===== src/sv/mts_pkg.sv =====
`timescale 1ns / 1ps
// ----------------------------------------------------------------------------
// mts_pkg: shared types and codes of the timer table
// Request and result codes and the fixed field widths of both channels.
// ----------------------------------------------------------------------------
package mts_pkg;

  localparam int REQ_BITS      = 2;
  localparam int DEST_BITS     = 8;
  localparam int DURATION_BITS = 31;
  localparam int CANCEL_BITS   = 16;
  localparam int KIND_BITS     = 3;
  localparam int TIMER_ID_BITS = 16;

  typedef logic [REQ_BITS-1:0]  req_type_t;
  typedef logic [KIND_BITS-1:0] result_kind_t;

  // request codes
  localparam req_type_t REQ_TICK      = 2'd0;
  localparam req_type_t REQ_START_ONE = 2'd1;
  localparam req_type_t REQ_START_REP = 2'd2;
  localparam req_type_t REQ_CANCEL    = 2'd3;

  // result codes
  localparam result_kind_t KIND_STARTED   = 3'd0;
  localparam result_kind_t KIND_FULL      = 3'd1;
  localparam result_kind_t KIND_EXPIRED   = 3'd2;
  localparam result_kind_t KIND_CANCELLED = 3'd3;
  localparam result_kind_t KIND_NO_MATCH  = 3'd4;

endpackage


===== src/sv/mts_req_if.sv =====
`timescale 1ns / 1ps
// ----------------------------------------------------------------------------
// mts_req_if: request channel
// Valid/ready channel that carries one timer request per transfer.
// ----------------------------------------------------------------------------
interface mts_req_if;
  logic                                  valid;
  logic                                  ready;
  logic [mts_pkg::REQ_BITS-1:0]          req_type;
  logic [mts_pkg::DEST_BITS-1:0]         dest_id;
  logic [mts_pkg::DURATION_BITS-1:0]     duration;
  logic [mts_pkg::CANCEL_BITS-1:0]       cancel_id;

  modport source (output valid, req_type, dest_id, duration, cancel_id, input ready);
  modport sink   (input valid, req_type, dest_id, duration, cancel_id, output ready);
endinterface


===== src/sv/mts_rsp_if.sv =====
`timescale 1ns / 1ps
// ----------------------------------------------------------------------------
// mts_rsp_if: result channel
// Valid/ready channel that carries one timer result per transfer.
// ----------------------------------------------------------------------------
interface mts_rsp_if;
  logic                                  valid;
  logic                                  ready;
  logic [mts_pkg::KIND_BITS-1:0]         result_kind;
  logic [mts_pkg::TIMER_ID_BITS-1:0]     timer_id;
  logic [mts_pkg::DEST_BITS-1:0]         dest_out;
  logic                                  last;

  modport source (output valid, result_kind, timer_id, dest_out, last, input ready);
  modport sink   (input valid, result_kind, timer_id, dest_out, last, output ready);
endinterface


===== src/sv/mts_cell.sv =====
`timescale 1ns / 1ps
// ----------------------------------------------------------------------------
// mts_cell: one timer slot of the ring
// Holds one slot and loads its neighbor's slot whenever the ring shifts.
// ----------------------------------------------------------------------------
module mts_cell #(
  parameter int TIME_BITS = 32,
  parameter int ID_BITS   = 16
) (
  input  logic                           clk,
  input  logic                           rst,
  input  logic                           shift,
  input  logic                           in_valid,
  input  logic [ID_BITS-1:0]             in_ident,
  input  logic [mts_pkg::DEST_BITS-1:0]  in_dest,
  input  logic [TIME_BITS-1:0]           in_deadline,
  input  logic                           in_repeat,
  input  logic [TIME_BITS-1:0]           in_interval,
  output logic                           slot_valid,
  output logic [ID_BITS-1:0]             slot_ident,
  output logic [mts_pkg::DEST_BITS-1:0]  slot_dest,
  output logic [TIME_BITS-1:0]           slot_deadline,
  output logic                           slot_repeat,
  output logic [TIME_BITS-1:0]           slot_interval
);

  always_ff @(posedge clk) begin
    if (rst) begin
      slot_valid <= 1'b0;
    end else if (shift) begin
      slot_valid <= in_valid;
    end
  end

  // payload carries no reset; it is only read behind a valid mark
  always_ff @(posedge clk) begin
    if (shift) begin
      slot_ident    <= in_ident;
      slot_dest     <= in_dest;
      slot_deadline <= in_deadline;
      slot_repeat   <= in_repeat;
      slot_interval <= in_interval;
    end
  end

endmodule


===== src/sv/multi_timer_service.sv =====
`timescale 1ns / 1ps
// ----------------------------------------------------------------------------
// multi_timer_service: table of one-shot and repeating timers
// Start, cancel and tick requests against a ring of timer slots.
// ----------------------------------------------------------------------------
// The timer slots sit in a ring of NUM_TIMERS cells that shifts toward cell 0.
// For every request the ring turns once: on each shift the slot in cell 0 is
// examined, updated and fed back into the far end, so slots are visited in
// slot order and the ring is back in place after NUM_TIMERS shifts. A request
// is taken in the idle state, the scan state visits the slots one per shift,
// and the done state closes the request. A start fills the lowest free slot
// met in slot order, as the ring turns, and answers "started" with the
// new id, or "table full". A cancel frees every slot whose id matches and
// answers "cancelled" or "no match" with the requested id. A tick advances
// time by one and answers with one "expired" result per due slot, in slot
// order, or with nothing when no slot is due; a deadline counts as due when
// time minus deadline, modulo 2^TIME_BITS, has its top bit clear. The final
// result of each request has last set. The ring stalls while the result
// register holds a result that has not been taken.
// ----------------------------------------------------------------------------
module multi_timer_service #(
  parameter int NUM_TIMERS = 16,
  parameter int TIME_BITS  = 32,
  parameter int ID_BITS    = 16
) (
  input  logic        clk,
  input  logic        rst,
  mts_req_if.sink     req,
  mts_rsp_if.source   rsp
);

  localparam int CNT_BITS = (NUM_TIMERS > 1) ? $clog2(NUM_TIMERS) : 1;
  localparam int DEST_BITS = mts_pkg::DEST_BITS;
  localparam int TID_BITS  = mts_pkg::TIMER_ID_BITS;

  // sequencer states
  localparam logic [1:0] ST_IDLE = 2'd0;
  localparam logic [1:0] ST_SCAN = 2'd1;
  localparam logic [1:0] ST_DONE = 2'd2;

  logic [1:0]                 state;
  logic [CNT_BITS-1:0]        cnt;

  // request held for the whole ring turn
  mts_pkg::req_type_t         req_kind;
  logic [DEST_BITS-1:0]       dest_q;
  logic [TIME_BITS-1:0]       dur_q;
  logic [ID_BITS-1:0]         cid_q;

  logic [TIME_BITS-1:0]       cur_time;
  logic [ID_BITS-1:0]         next_ident;
  logic                       placed;
  logic                       hit;

  // last expiry seen, held back until it is known whether another follows
  logic                       pend_valid;
  logic [ID_BITS-1:0]         pend_ident;
  logic [DEST_BITS-1:0]       pend_dest;

  // result register
  logic                       o_valid;
  mts_pkg::result_kind_t      o_kind;
  logic [TID_BITS-1:0]        o_id;
  logic [DEST_BITS-1:0]       o_dest;
  logic                       o_last;

  // ring of cells
  logic                       c_valid    [NUM_TIMERS];
  logic [ID_BITS-1:0]         c_ident    [NUM_TIMERS];
  logic [DEST_BITS-1:0]       c_dest     [NUM_TIMERS];
  logic [TIME_BITS-1:0]       c_deadline [NUM_TIMERS];
  logic                       c_repeat   [NUM_TIMERS];
  logic [TIME_BITS-1:0]       c_interval [NUM_TIMERS];

  // head slot after update, fed into the far end
  logic                       tail_valid;
  logic [ID_BITS-1:0]         tail_ident;
  logic [DEST_BITS-1:0]       tail_dest;
  logic [TIME_BITS-1:0]       tail_deadline;
  logic                       tail_repeat;
  logic [TIME_BITS-1:0]       tail_interval;

  logic                       can_load;
  logic                       shift;
  logic                       fire;
  logic                       hit_now;
  logic                       place_now;
  logic [TIME_BITS-1:0]       diff;

  // width adapters for fields whose width follows a parameter
  logic [TIME_BITS+mts_pkg::DURATION_BITS-1:0] dur_ext;
  logic [ID_BITS+mts_pkg::CANCEL_BITS-1:0]     cid_ext;
  logic [ID_BITS+TID_BITS-1:0]                 pend_id_ext;
  logic [ID_BITS+TID_BITS-1:0]                 next_id_ext;
  logic [ID_BITS+TID_BITS-1:0]                 cid_out_ext;

  assign dur_ext     = {{TIME_BITS{1'b0}}, req.duration};
  assign cid_ext     = {{ID_BITS{1'b0}}, req.cancel_id};
  assign pend_id_ext = {{TID_BITS{1'b0}}, pend_ident};
  assign next_id_ext = {{TID_BITS{1'b0}}, next_ident};
  assign cid_out_ext = {{TID_BITS{1'b0}}, cid_q};

  assign can_load = !o_valid || rsp.ready;
  assign shift    = (state == ST_SCAN) && can_load;

  assign req.ready       = (state == ST_IDLE);
  assign rsp.valid       = o_valid;
  assign rsp.result_kind = o_kind;
  assign rsp.timer_id    = o_id;
  assign rsp.dest_out    = o_dest;
  assign rsp.last        = o_last;

  genvar gi;
  generate
    for (gi = 0; gi < NUM_TIMERS; gi++) begin : g_cell
      if (gi == NUM_TIMERS - 1) begin : g_end
        mts_cell #(
          .TIME_BITS (TIME_BITS),
          .ID_BITS   (ID_BITS)
        ) u_cell (
          .clk           (clk),
          .rst           (rst),
          .shift         (shift),
          .in_valid      (tail_valid),
          .in_ident      (tail_ident),
          .in_dest       (tail_dest),
          .in_deadline   (tail_deadline),
          .in_repeat     (tail_repeat),
          .in_interval   (tail_interval),
          .slot_valid    (c_valid[gi]),
          .slot_ident    (c_ident[gi]),
          .slot_dest     (c_dest[gi]),
          .slot_deadline (c_deadline[gi]),
          .slot_repeat   (c_repeat[gi]),
          .slot_interval (c_interval[gi])
        );
      end else begin : g_mid
        mts_cell #(
          .TIME_BITS (TIME_BITS),
          .ID_BITS   (ID_BITS)
        ) u_cell (
          .clk           (clk),
          .rst           (rst),
          .shift         (shift),
          .in_valid      (c_valid[gi+1]),
          .in_ident      (c_ident[gi+1]),
          .in_dest       (c_dest[gi+1]),
          .in_deadline   (c_deadline[gi+1]),
          .in_repeat     (c_repeat[gi+1]),
          .in_interval   (c_interval[gi+1]),
          .slot_valid    (c_valid[gi]),
          .slot_ident    (c_ident[gi]),
          .slot_dest     (c_dest[gi]),
          .slot_deadline (c_deadline[gi]),
          .slot_repeat   (c_repeat[gi]),
          .slot_interval (c_interval[gi])
        );
      end
    end
  endgenerate

  // Update the head slot on its way round the ring.
  always_comb begin
    tail_valid    = c_valid[0];
    tail_ident    = c_ident[0];
    tail_dest     = c_dest[0];
    tail_deadline = c_deadline[0];
    tail_repeat   = c_repeat[0];
    tail_interval = c_interval[0];
    fire          = 1'b0;
    hit_now       = 1'b0;
    place_now     = 1'b0;
    diff          = cur_time - c_deadline[0];
    case (req_kind)
      mts_pkg::REQ_TICK: begin
        // due when the wrapped distance past the deadline is non-negative
        if (c_valid[0] && !diff[TIME_BITS-1]) begin
          fire = 1'b1;
          if (c_repeat[0]) begin
            tail_deadline = c_deadline[0] + c_interval[0];
          end else begin
            tail_valid = 1'b0;
          end
        end
      end
      mts_pkg::REQ_START_ONE, mts_pkg::REQ_START_REP: begin
        // take the first free slot met in slot order
        if (!placed && !c_valid[0]) begin
          place_now     = 1'b1;
          tail_valid    = 1'b1;
          tail_ident    = next_ident;
          tail_dest     = dest_q;
          tail_deadline = cur_time + dur_q;
          tail_repeat   = (req_kind == mts_pkg::REQ_START_REP);
          tail_interval = dur_q;
        end
      end
      mts_pkg::REQ_CANCEL: begin
        if (c_valid[0] && (c_ident[0] == cid_q)) begin
          hit_now    = 1'b1;
          tail_valid = 1'b0;
        end
      end
      default: begin
      end
    endcase
  end

  // Sequencer and control state.
  always_ff @(posedge clk) begin
    if (rst) begin
      state      <= ST_IDLE;
      cnt        <= '0;
      cur_time   <= '0;
      next_ident <= '0;
      placed     <= 1'b0;
      hit        <= 1'b0;
      pend_valid <= 1'b0;
      o_valid    <= 1'b0;
    end else begin
      if (rsp.ready) begin
        o_valid <= 1'b0;
      end
      case (state)
        ST_IDLE: begin
          if (req.valid) begin
            // a tick moves time before the slots are compared
            if (req.req_type == mts_pkg::REQ_TICK) begin
              cur_time <= cur_time + 1'b1;
            end
            cnt        <= '0;
            placed     <= 1'b0;
            hit        <= 1'b0;
            pend_valid <= 1'b0;
            state      <= ST_SCAN;
          end
        end
        ST_SCAN: begin
          if (can_load) begin
            if (place_now) begin
              placed <= 1'b1;
            end
            if (hit_now) begin
              hit <= 1'b1;
            end
            if (fire) begin
              // the held expiry is now known not to be the final one
              if (pend_valid) begin
                o_valid <= 1'b1;
              end
              pend_valid <= 1'b1;
            end
            if (cnt == CNT_BITS'(NUM_TIMERS - 1)) begin
              state <= ST_DONE;
            end else begin
              cnt <= cnt + 1'b1;
            end
          end
        end
        ST_DONE: begin
          if (can_load) begin
            case (req_kind)
              mts_pkg::REQ_TICK: begin
                if (pend_valid) begin
                  o_valid <= 1'b1;
                end
              end
              mts_pkg::REQ_START_ONE, mts_pkg::REQ_START_REP: begin
                o_valid <= 1'b1;
                if (placed) begin
                  next_ident <= next_ident + 1'b1;
                end
              end
              default: begin
                o_valid <= 1'b1;
              end
            endcase
            pend_valid <= 1'b0;
            state      <= ST_IDLE;
          end
        end
        default: begin
          state <= ST_IDLE;
        end
      endcase
    end
  end

  // Request payload and result payload.
  always_ff @(posedge clk) begin
    if ((state == ST_IDLE) && req.valid) begin
      req_kind <= req.req_type;
      dest_q   <= req.dest_id;
      dur_q    <= dur_ext[TIME_BITS-1:0];
      cid_q    <= cid_ext[ID_BITS-1:0];
    end
    if (shift && fire) begin
      pend_ident <= c_ident[0];
      pend_dest  <= c_dest[0];
      o_kind     <= mts_pkg::KIND_EXPIRED;
      o_id       <= pend_id_ext[TID_BITS-1:0];
      o_dest     <= pend_dest;
      o_last     <= 1'b0;
    end
    if ((state == ST_DONE) && can_load) begin
      o_last <= 1'b1;
      case (req_kind)
        mts_pkg::REQ_TICK: begin
          o_kind <= mts_pkg::KIND_EXPIRED;
          o_id   <= pend_id_ext[TID_BITS-1:0];
          o_dest <= pend_dest;
        end
        mts_pkg::REQ_START_ONE, mts_pkg::REQ_START_REP: begin
          o_kind <= placed ? mts_pkg::KIND_STARTED : mts_pkg::KIND_FULL;
          o_id   <= placed ? next_id_ext[TID_BITS-1:0] : '0;
          o_dest <= '0;
        end
        default: begin
          o_kind <= hit ? mts_pkg::KIND_CANCELLED : mts_pkg::KIND_NO_MATCH;
          o_id   <= cid_out_ext[TID_BITS-1:0];
          o_dest <= '0;
        end
      endcase
    end
  end

endmodule


===== src/flat_wrapper.sv =====
// flat-port wrapper written by rule: the top's interface ports become plain ports
module multi_timer_service_flat 
#(
  parameter int NUM_TIMERS = 16,
  parameter int TIME_BITS  = 32,
  parameter int ID_BITS    = 16
)
  (clk, rst, req_valid, req_req_type, req_dest_id, req_duration, req_cancel_id, req_ready, rsp_valid, rsp_result_kind, rsp_timer_id, rsp_dest_out, rsp_last, rsp_ready);
  mts_req_if req_i ();
  mts_rsp_if rsp_i ();
  input  logic clk;
  input  logic rst;
  input wire logic [$bits(req_i.valid)-1:0] req_valid;
  input wire logic [$bits(req_i.req_type)-1:0] req_req_type;
  input wire logic [$bits(req_i.dest_id)-1:0] req_dest_id;
  input wire logic [$bits(req_i.duration)-1:0] req_duration;
  input wire logic [$bits(req_i.cancel_id)-1:0] req_cancel_id;
  output wire logic [$bits(req_i.ready)-1:0] req_ready;
  output wire logic [$bits(rsp_i.valid)-1:0] rsp_valid;
  output wire logic [$bits(rsp_i.result_kind)-1:0] rsp_result_kind;
  output wire logic [$bits(rsp_i.timer_id)-1:0] rsp_timer_id;
  output wire logic [$bits(rsp_i.dest_out)-1:0] rsp_dest_out;
  output wire logic [$bits(rsp_i.last)-1:0] rsp_last;
  input wire logic [$bits(rsp_i.ready)-1:0] rsp_ready;
  assign req_i.valid = req_valid;
  assign req_i.req_type = req_req_type;
  assign req_i.dest_id = req_dest_id;
  assign req_i.duration = req_duration;
  assign req_i.cancel_id = req_cancel_id;
  assign req_ready = req_i.ready;
  assign rsp_valid = rsp_i.valid;
  assign rsp_result_kind = rsp_i.result_kind;
  assign rsp_timer_id = rsp_i.timer_id;
  assign rsp_dest_out = rsp_i.dest_out;
  assign rsp_last = rsp_i.last;
  assign rsp_i.ready = rsp_ready;
  multi_timer_service #(.NUM_TIMERS(NUM_TIMERS), .TIME_BITS(TIME_BITS), .ID_BITS(ID_BITS)) u_core (.clk(clk), .rst(rst), .req(req_i), .rsp(rsp_i));
endmodule

===== config.mk =====
export PLATFORM = sky130hd
export DESIGN_NAME = multi_timer_service_flat
export DESIGN_NICKNAME = d
export VERILOG_FILES = /design/src/sv/mts_pkg.sv /design/src/sv/mts_req_if.sv /design/src/sv/mts_rsp_if.sv /design/src/sv/mts_cell.sv /design/src/sv/multi_timer_service.sv /design/src/flat_wrapper.sv
export SDC_FILE = /design/constraint.sdc
export NUM_CORES = 1
export LEC_CHECK = 0
export ABC_AREA = 1
export BUFFER_PORTS_ARGS = -buffer_cell sky130_fd_sc_hd__buf_2
export CELL_PAD_IN_SITES_DETAIL_PLACEMENT = 1
export CELL_PAD_IN_SITES_GLOBAL_PLACEMENT = 1
export CORE_ASPECT_RATIO = 2
export CORE_MARGIN = 4
export CORE_UTILIZATION = 35
export DETAILED_ROUTE_END_ITERATION = 8
export PLACE_DENSITY_LB_ADDON = 0.1
export SLEW_MARGIN = 20
export SYNTH_ARGS = -nofsm -noshare
export SYNTH_HDL_FRONTEND = slang
export SYNTH_SLANG_ARGS = --single-unit

===== constraint.sdc =====
create_clock -name clk -period 47.2 [get_ports clk]
set_clock_uncertainty 0.15 [all_clocks]
set_input_delay 0 -clock clk [delete_from_list [all_inputs] [get_ports clk]]
set_output_delay 0 -clock clk [all_outputs]
set_load 0.03 [all_outputs]

==> results.yml <==
yosys:
  yosysSeqAreaShare_pct: 83.1
  syn_nets: 3720
  ys_seq_elements: 1607
  synth_edf_count: 1532
  synth_top_cell_by_area: "edfxtp_1"
  yosys_warnings: 0
  synth_flop_cell: "edfxtp_1"
  synth.distinct_cells: 57
  async_flop_share_pct: 0
  synth_top_area_share_pct: 80.5
  synth_area_um2: 57200
  netlist_instances: 3555
  avgSynthCellArea_um2: 16.1
  ys_top_cells_by_area: "edfxtp_1 (80%), nand2_1 (4.4%), dfxtp_1 (2.6%), ha_1 (2.2%), inv_1 (1.6%)"
run_status:
  run_status: "completed"
cts:
  cts_buffer_depth: 4
  cts_resized: 0
  cts-buffers-inserted: 154
  h-tree-depth: 4
  cts_tree: "yes"
  cts_root_buf: "clkbuf_16"
  cts_sinks: 1607
  clk_latency_ns: 0.79
  clk_pin_slew_worst_paths_ns: 0.07
floorplan:
  start_util_pct: 35.3
  core_area_um2: 162000
  num_rows: 209
  fp.dieW_um: 294
  die-area_um2: 170000
  die_h_um: 580
  io_pins: 91
critical_path:
  worstSetupPathType: "flop to flop"
  reg2reg_depth: 9
  cpMaxStageDelayCell: "buf_4"
  r2r-end: "u_core.g_cell[5].g_mid.u_cell.slot_ident[6]"
  critPathMaxFanout: 193
  cp-endpoint: "u_core.g_cell[5].g_mid.u_cell.slot_ident[6]"
  arrival_ns: 5.22
  start_kind: "flop"
  rrSetupSlack_ns: 42.23
  path_cells: "inv_1 > ha_1 > inv_2 > nor2_4 > buf_12 > buf_4 > buf_4 > buf_12 > buf_16"
  critPathCaptureType: "flop"
  rr_startpoint: "u_core.state[1]"
  worstPathRequired_ns: 47.45
  crit_start: "u_core.state[1]"
  cpPeakStageDelay_ns: 0.85
sta:
  setup_viol: 0
  setup_ws_ns: 42.23
  post-route-period-util_pct: 10.5
  slew_violations: 0
  setup-tns-final_ns: 0
  max_freq_ghz: 0.201
  slew_headroom_pct: 27.0
  period_minus_slack_ns: 4.97
  hold_viol: 0
  rsz0062_at_grt: "no"
  worstMarginPinSlew_ns: 1.09
detailed_routing:
  detail_route.iter0.violations: 2155
  postRouteAntennaNets: 0
  drc_errors: 0
  wl_per_cell_um: 22.1
  first_pass_iters: 5
  vias: 29002
  via_per_inst: 4.74
  routed_wl_mm: 136
pwr:
  power_density_nw_per_um2: 70.0
  p_seq_share_pct: 55.4
  p_leak_uw: 0.0234
  internal_power_uw: 3220
  clkPwrFrac_pct: 25.6
  p_sw_uw: 1420
  ir_worst_vdd_v: 0.0000621
  combPwrFrac_pct: 18.9
  p_sw_share_pct: 30.6
placed_design:
  post-place-ws_ns: 42.03
  dpl_cell_area_um2: 60400
  gp_congestion: 0.894
  port_buffers: 90
  dp.final_hpwl_mm: 89.4
global_routing:
  grt_pass1_vias: 30409
  antenna_found_initial: 1
  grt_pass1_wl_mm: 198
  gr-total-overflow: 0
  grt_use_total_pct: 15.7
  grt_max_degree: 204
final_layout:
  drive_gt1_share_pct: 9.55
  finish.instance_area_um2: 66300
  nets: 4065
  syn2layout_area_growth_pct: 16.0
  final_util_pct: 40.9
worst_hold_path:
  hp-start: "rsp_ready"
  hp-class: "primary input to flop"
flow_run:
  cap_viol_max_count: 0
-- cells in the final DEF, fill, tap and decap left out, types with 9 or more instances in the layout --
cell           instances
xnor2_1               24
edfxtp_1            1532
ha_1                 101
a21o_1                 9
dfxtp_1               75
nor3_1                49
o211ai_1              12
inv_1                245
clkinv_1              40
nor2_1               201
nand3_1              112
xor2_1                28
o21ai_1               24
clkbuf_16            160
nand2_1              674
nand4_1               21
bufinv_16              9
a21oi_1              167
buf_4                 26
o21ai_0              113
clkbuf_1              27
inv_2                 15
clkinv_2              22
dlygate4sd3_1        118
buf_2                 90
-- metrics by stage --
step	hold WS [ns]	power [uW]	instances
detailed placement	0.0284	3500	5735
floorplan	-0.0511	4160	3555
global placement	0.0273	3480	5735
global route	0.160	4900	6123
finish	0.117	4640	6123
CTS	0.0557	4740	6121
-- registers in the layout, indices dropped and copies added (netlist names), 16 cells and up --
signal	count
u_core.g_cell.g_end.u_cell.slot_deadline	32
u_core.cur_time	32
u_core.g_cell.g_mid.u_cell.slot_dest	120
u_core.g_cell.g_mid.u_cell.slot_ident	240
u_core.g_cell.g_mid.u_cell.slot_deadline	480
u_core.g_cell.g_mid.u_cell.slot_interval	480
u_core.cid_q	16
u_core.pend_ident	16
u_core.next_ident	16
u_core.dur_q	31
u_core.g_cell.g_end.u_cell.slot_interval	32
u_core.g_cell.g_end.u_cell.slot_ident	16
u_core.rsp.timer_id	16
-- worst min-delay path by stage --
stage,to,slack (ns),cells after the start
after CTS,u_core.rsp.valid,0.06,5
after detailed placement,u_core.dur_q[15],0.03,1
final,u_core.rsp.valid,0.12,5
after global routing,u_core.rsp.valid,0.16,5
after floorplan,u_core.cid_q[0],-0.05,0
after global placement,u_core.dur_q[25],0.03,1
-- cell type report --
class                      instances  area [um2]
timing repair buffer             239        1930
clock buffer                     187        4110
inverter                         263         991
clock inverter                    81         632
fill                           16157       95800
antenna                            1        2.50
multi-input combinational       1635        8500
tap                             2110        2640
sequential                      1607       47500
-- kinds of logic (layout without fill, tap and decap cells) --
| kind of cell | after synthesis | count (layout) | synth area share (%) |
|---|---|---|---|
| other | 0 | 1 | 0 |
| adder cells (fa/ha/maj) | 104 | 104 | 2.30 |
| flip-flops | 1607 | 1607 | 83.1 |
| XOR/XNOR | 52 | 52 | 0.797 |
| AND/OR/NAND/NOR | 1114 | 1114 | 8.26 |
| AO/OA/AOI/OAI | 365 | 365 | 3.45 |
| buffers and inverters | 313 | 770 | 2.10 |
-- power groups by stage --
stage          combinational [uW]  clock [uW]  sequential [uW]
2_1_floorplan                 532           0             3630
3_3_place_gp                  884           0             2590
3_5_place_dp                  897           0             2600
4_1_cts                       906        1240             2590
5_1_grt                       975        1300             2620
6_report                      879        1190             2570
-- Yosys cell counts, types with 6 or more instances --
cell type and number:
a21o_1 9, a21oi_1 167, a22oi_1 6, a31oi_1 6
buf_1 6, clkbuf_1 37, dfxtp_1 75, edfxtp_1 1532
ha_1 102, inv_1 245, inv_2 15, nand2_1 674
nand2_2 6, nand3_1 112, nand4_1 21, nor2_1 205
nor2_4 6, nor3_1 49, nor4_1 8, o211ai_1 12
o21ai_0 113, o21ai_1 25, o21bai_1 8, xnor2_1 24
xor2_1 28
-- worst max-delay path: cells and delay by family, from the launching register on --
family | cells | cell delay [ns]
adder cells (fa/ha/maj) | 1 | 0.27
buffers and inverters | 7 | 3.39
AND/OR/NAND/NOR | 1 | 0.15
flip-flops | 1 | 0.34
-- timing repair --
item	4_1_cts	5_1_grt
endpoints found under the hold margin	133	0
setup buffers	0	0
hold buffers	118	0
-- metal layers --
layer	GRT usage, %	vias to the layer above	part of all wire (%)
met3	1.91	271	2.4
met4	8.80	0	6.2
met1	17.7	14793	39
met5	0	-	0
met2	28.8	419	53
li1	-	13519	-
(Power assumes the default switching activity.)
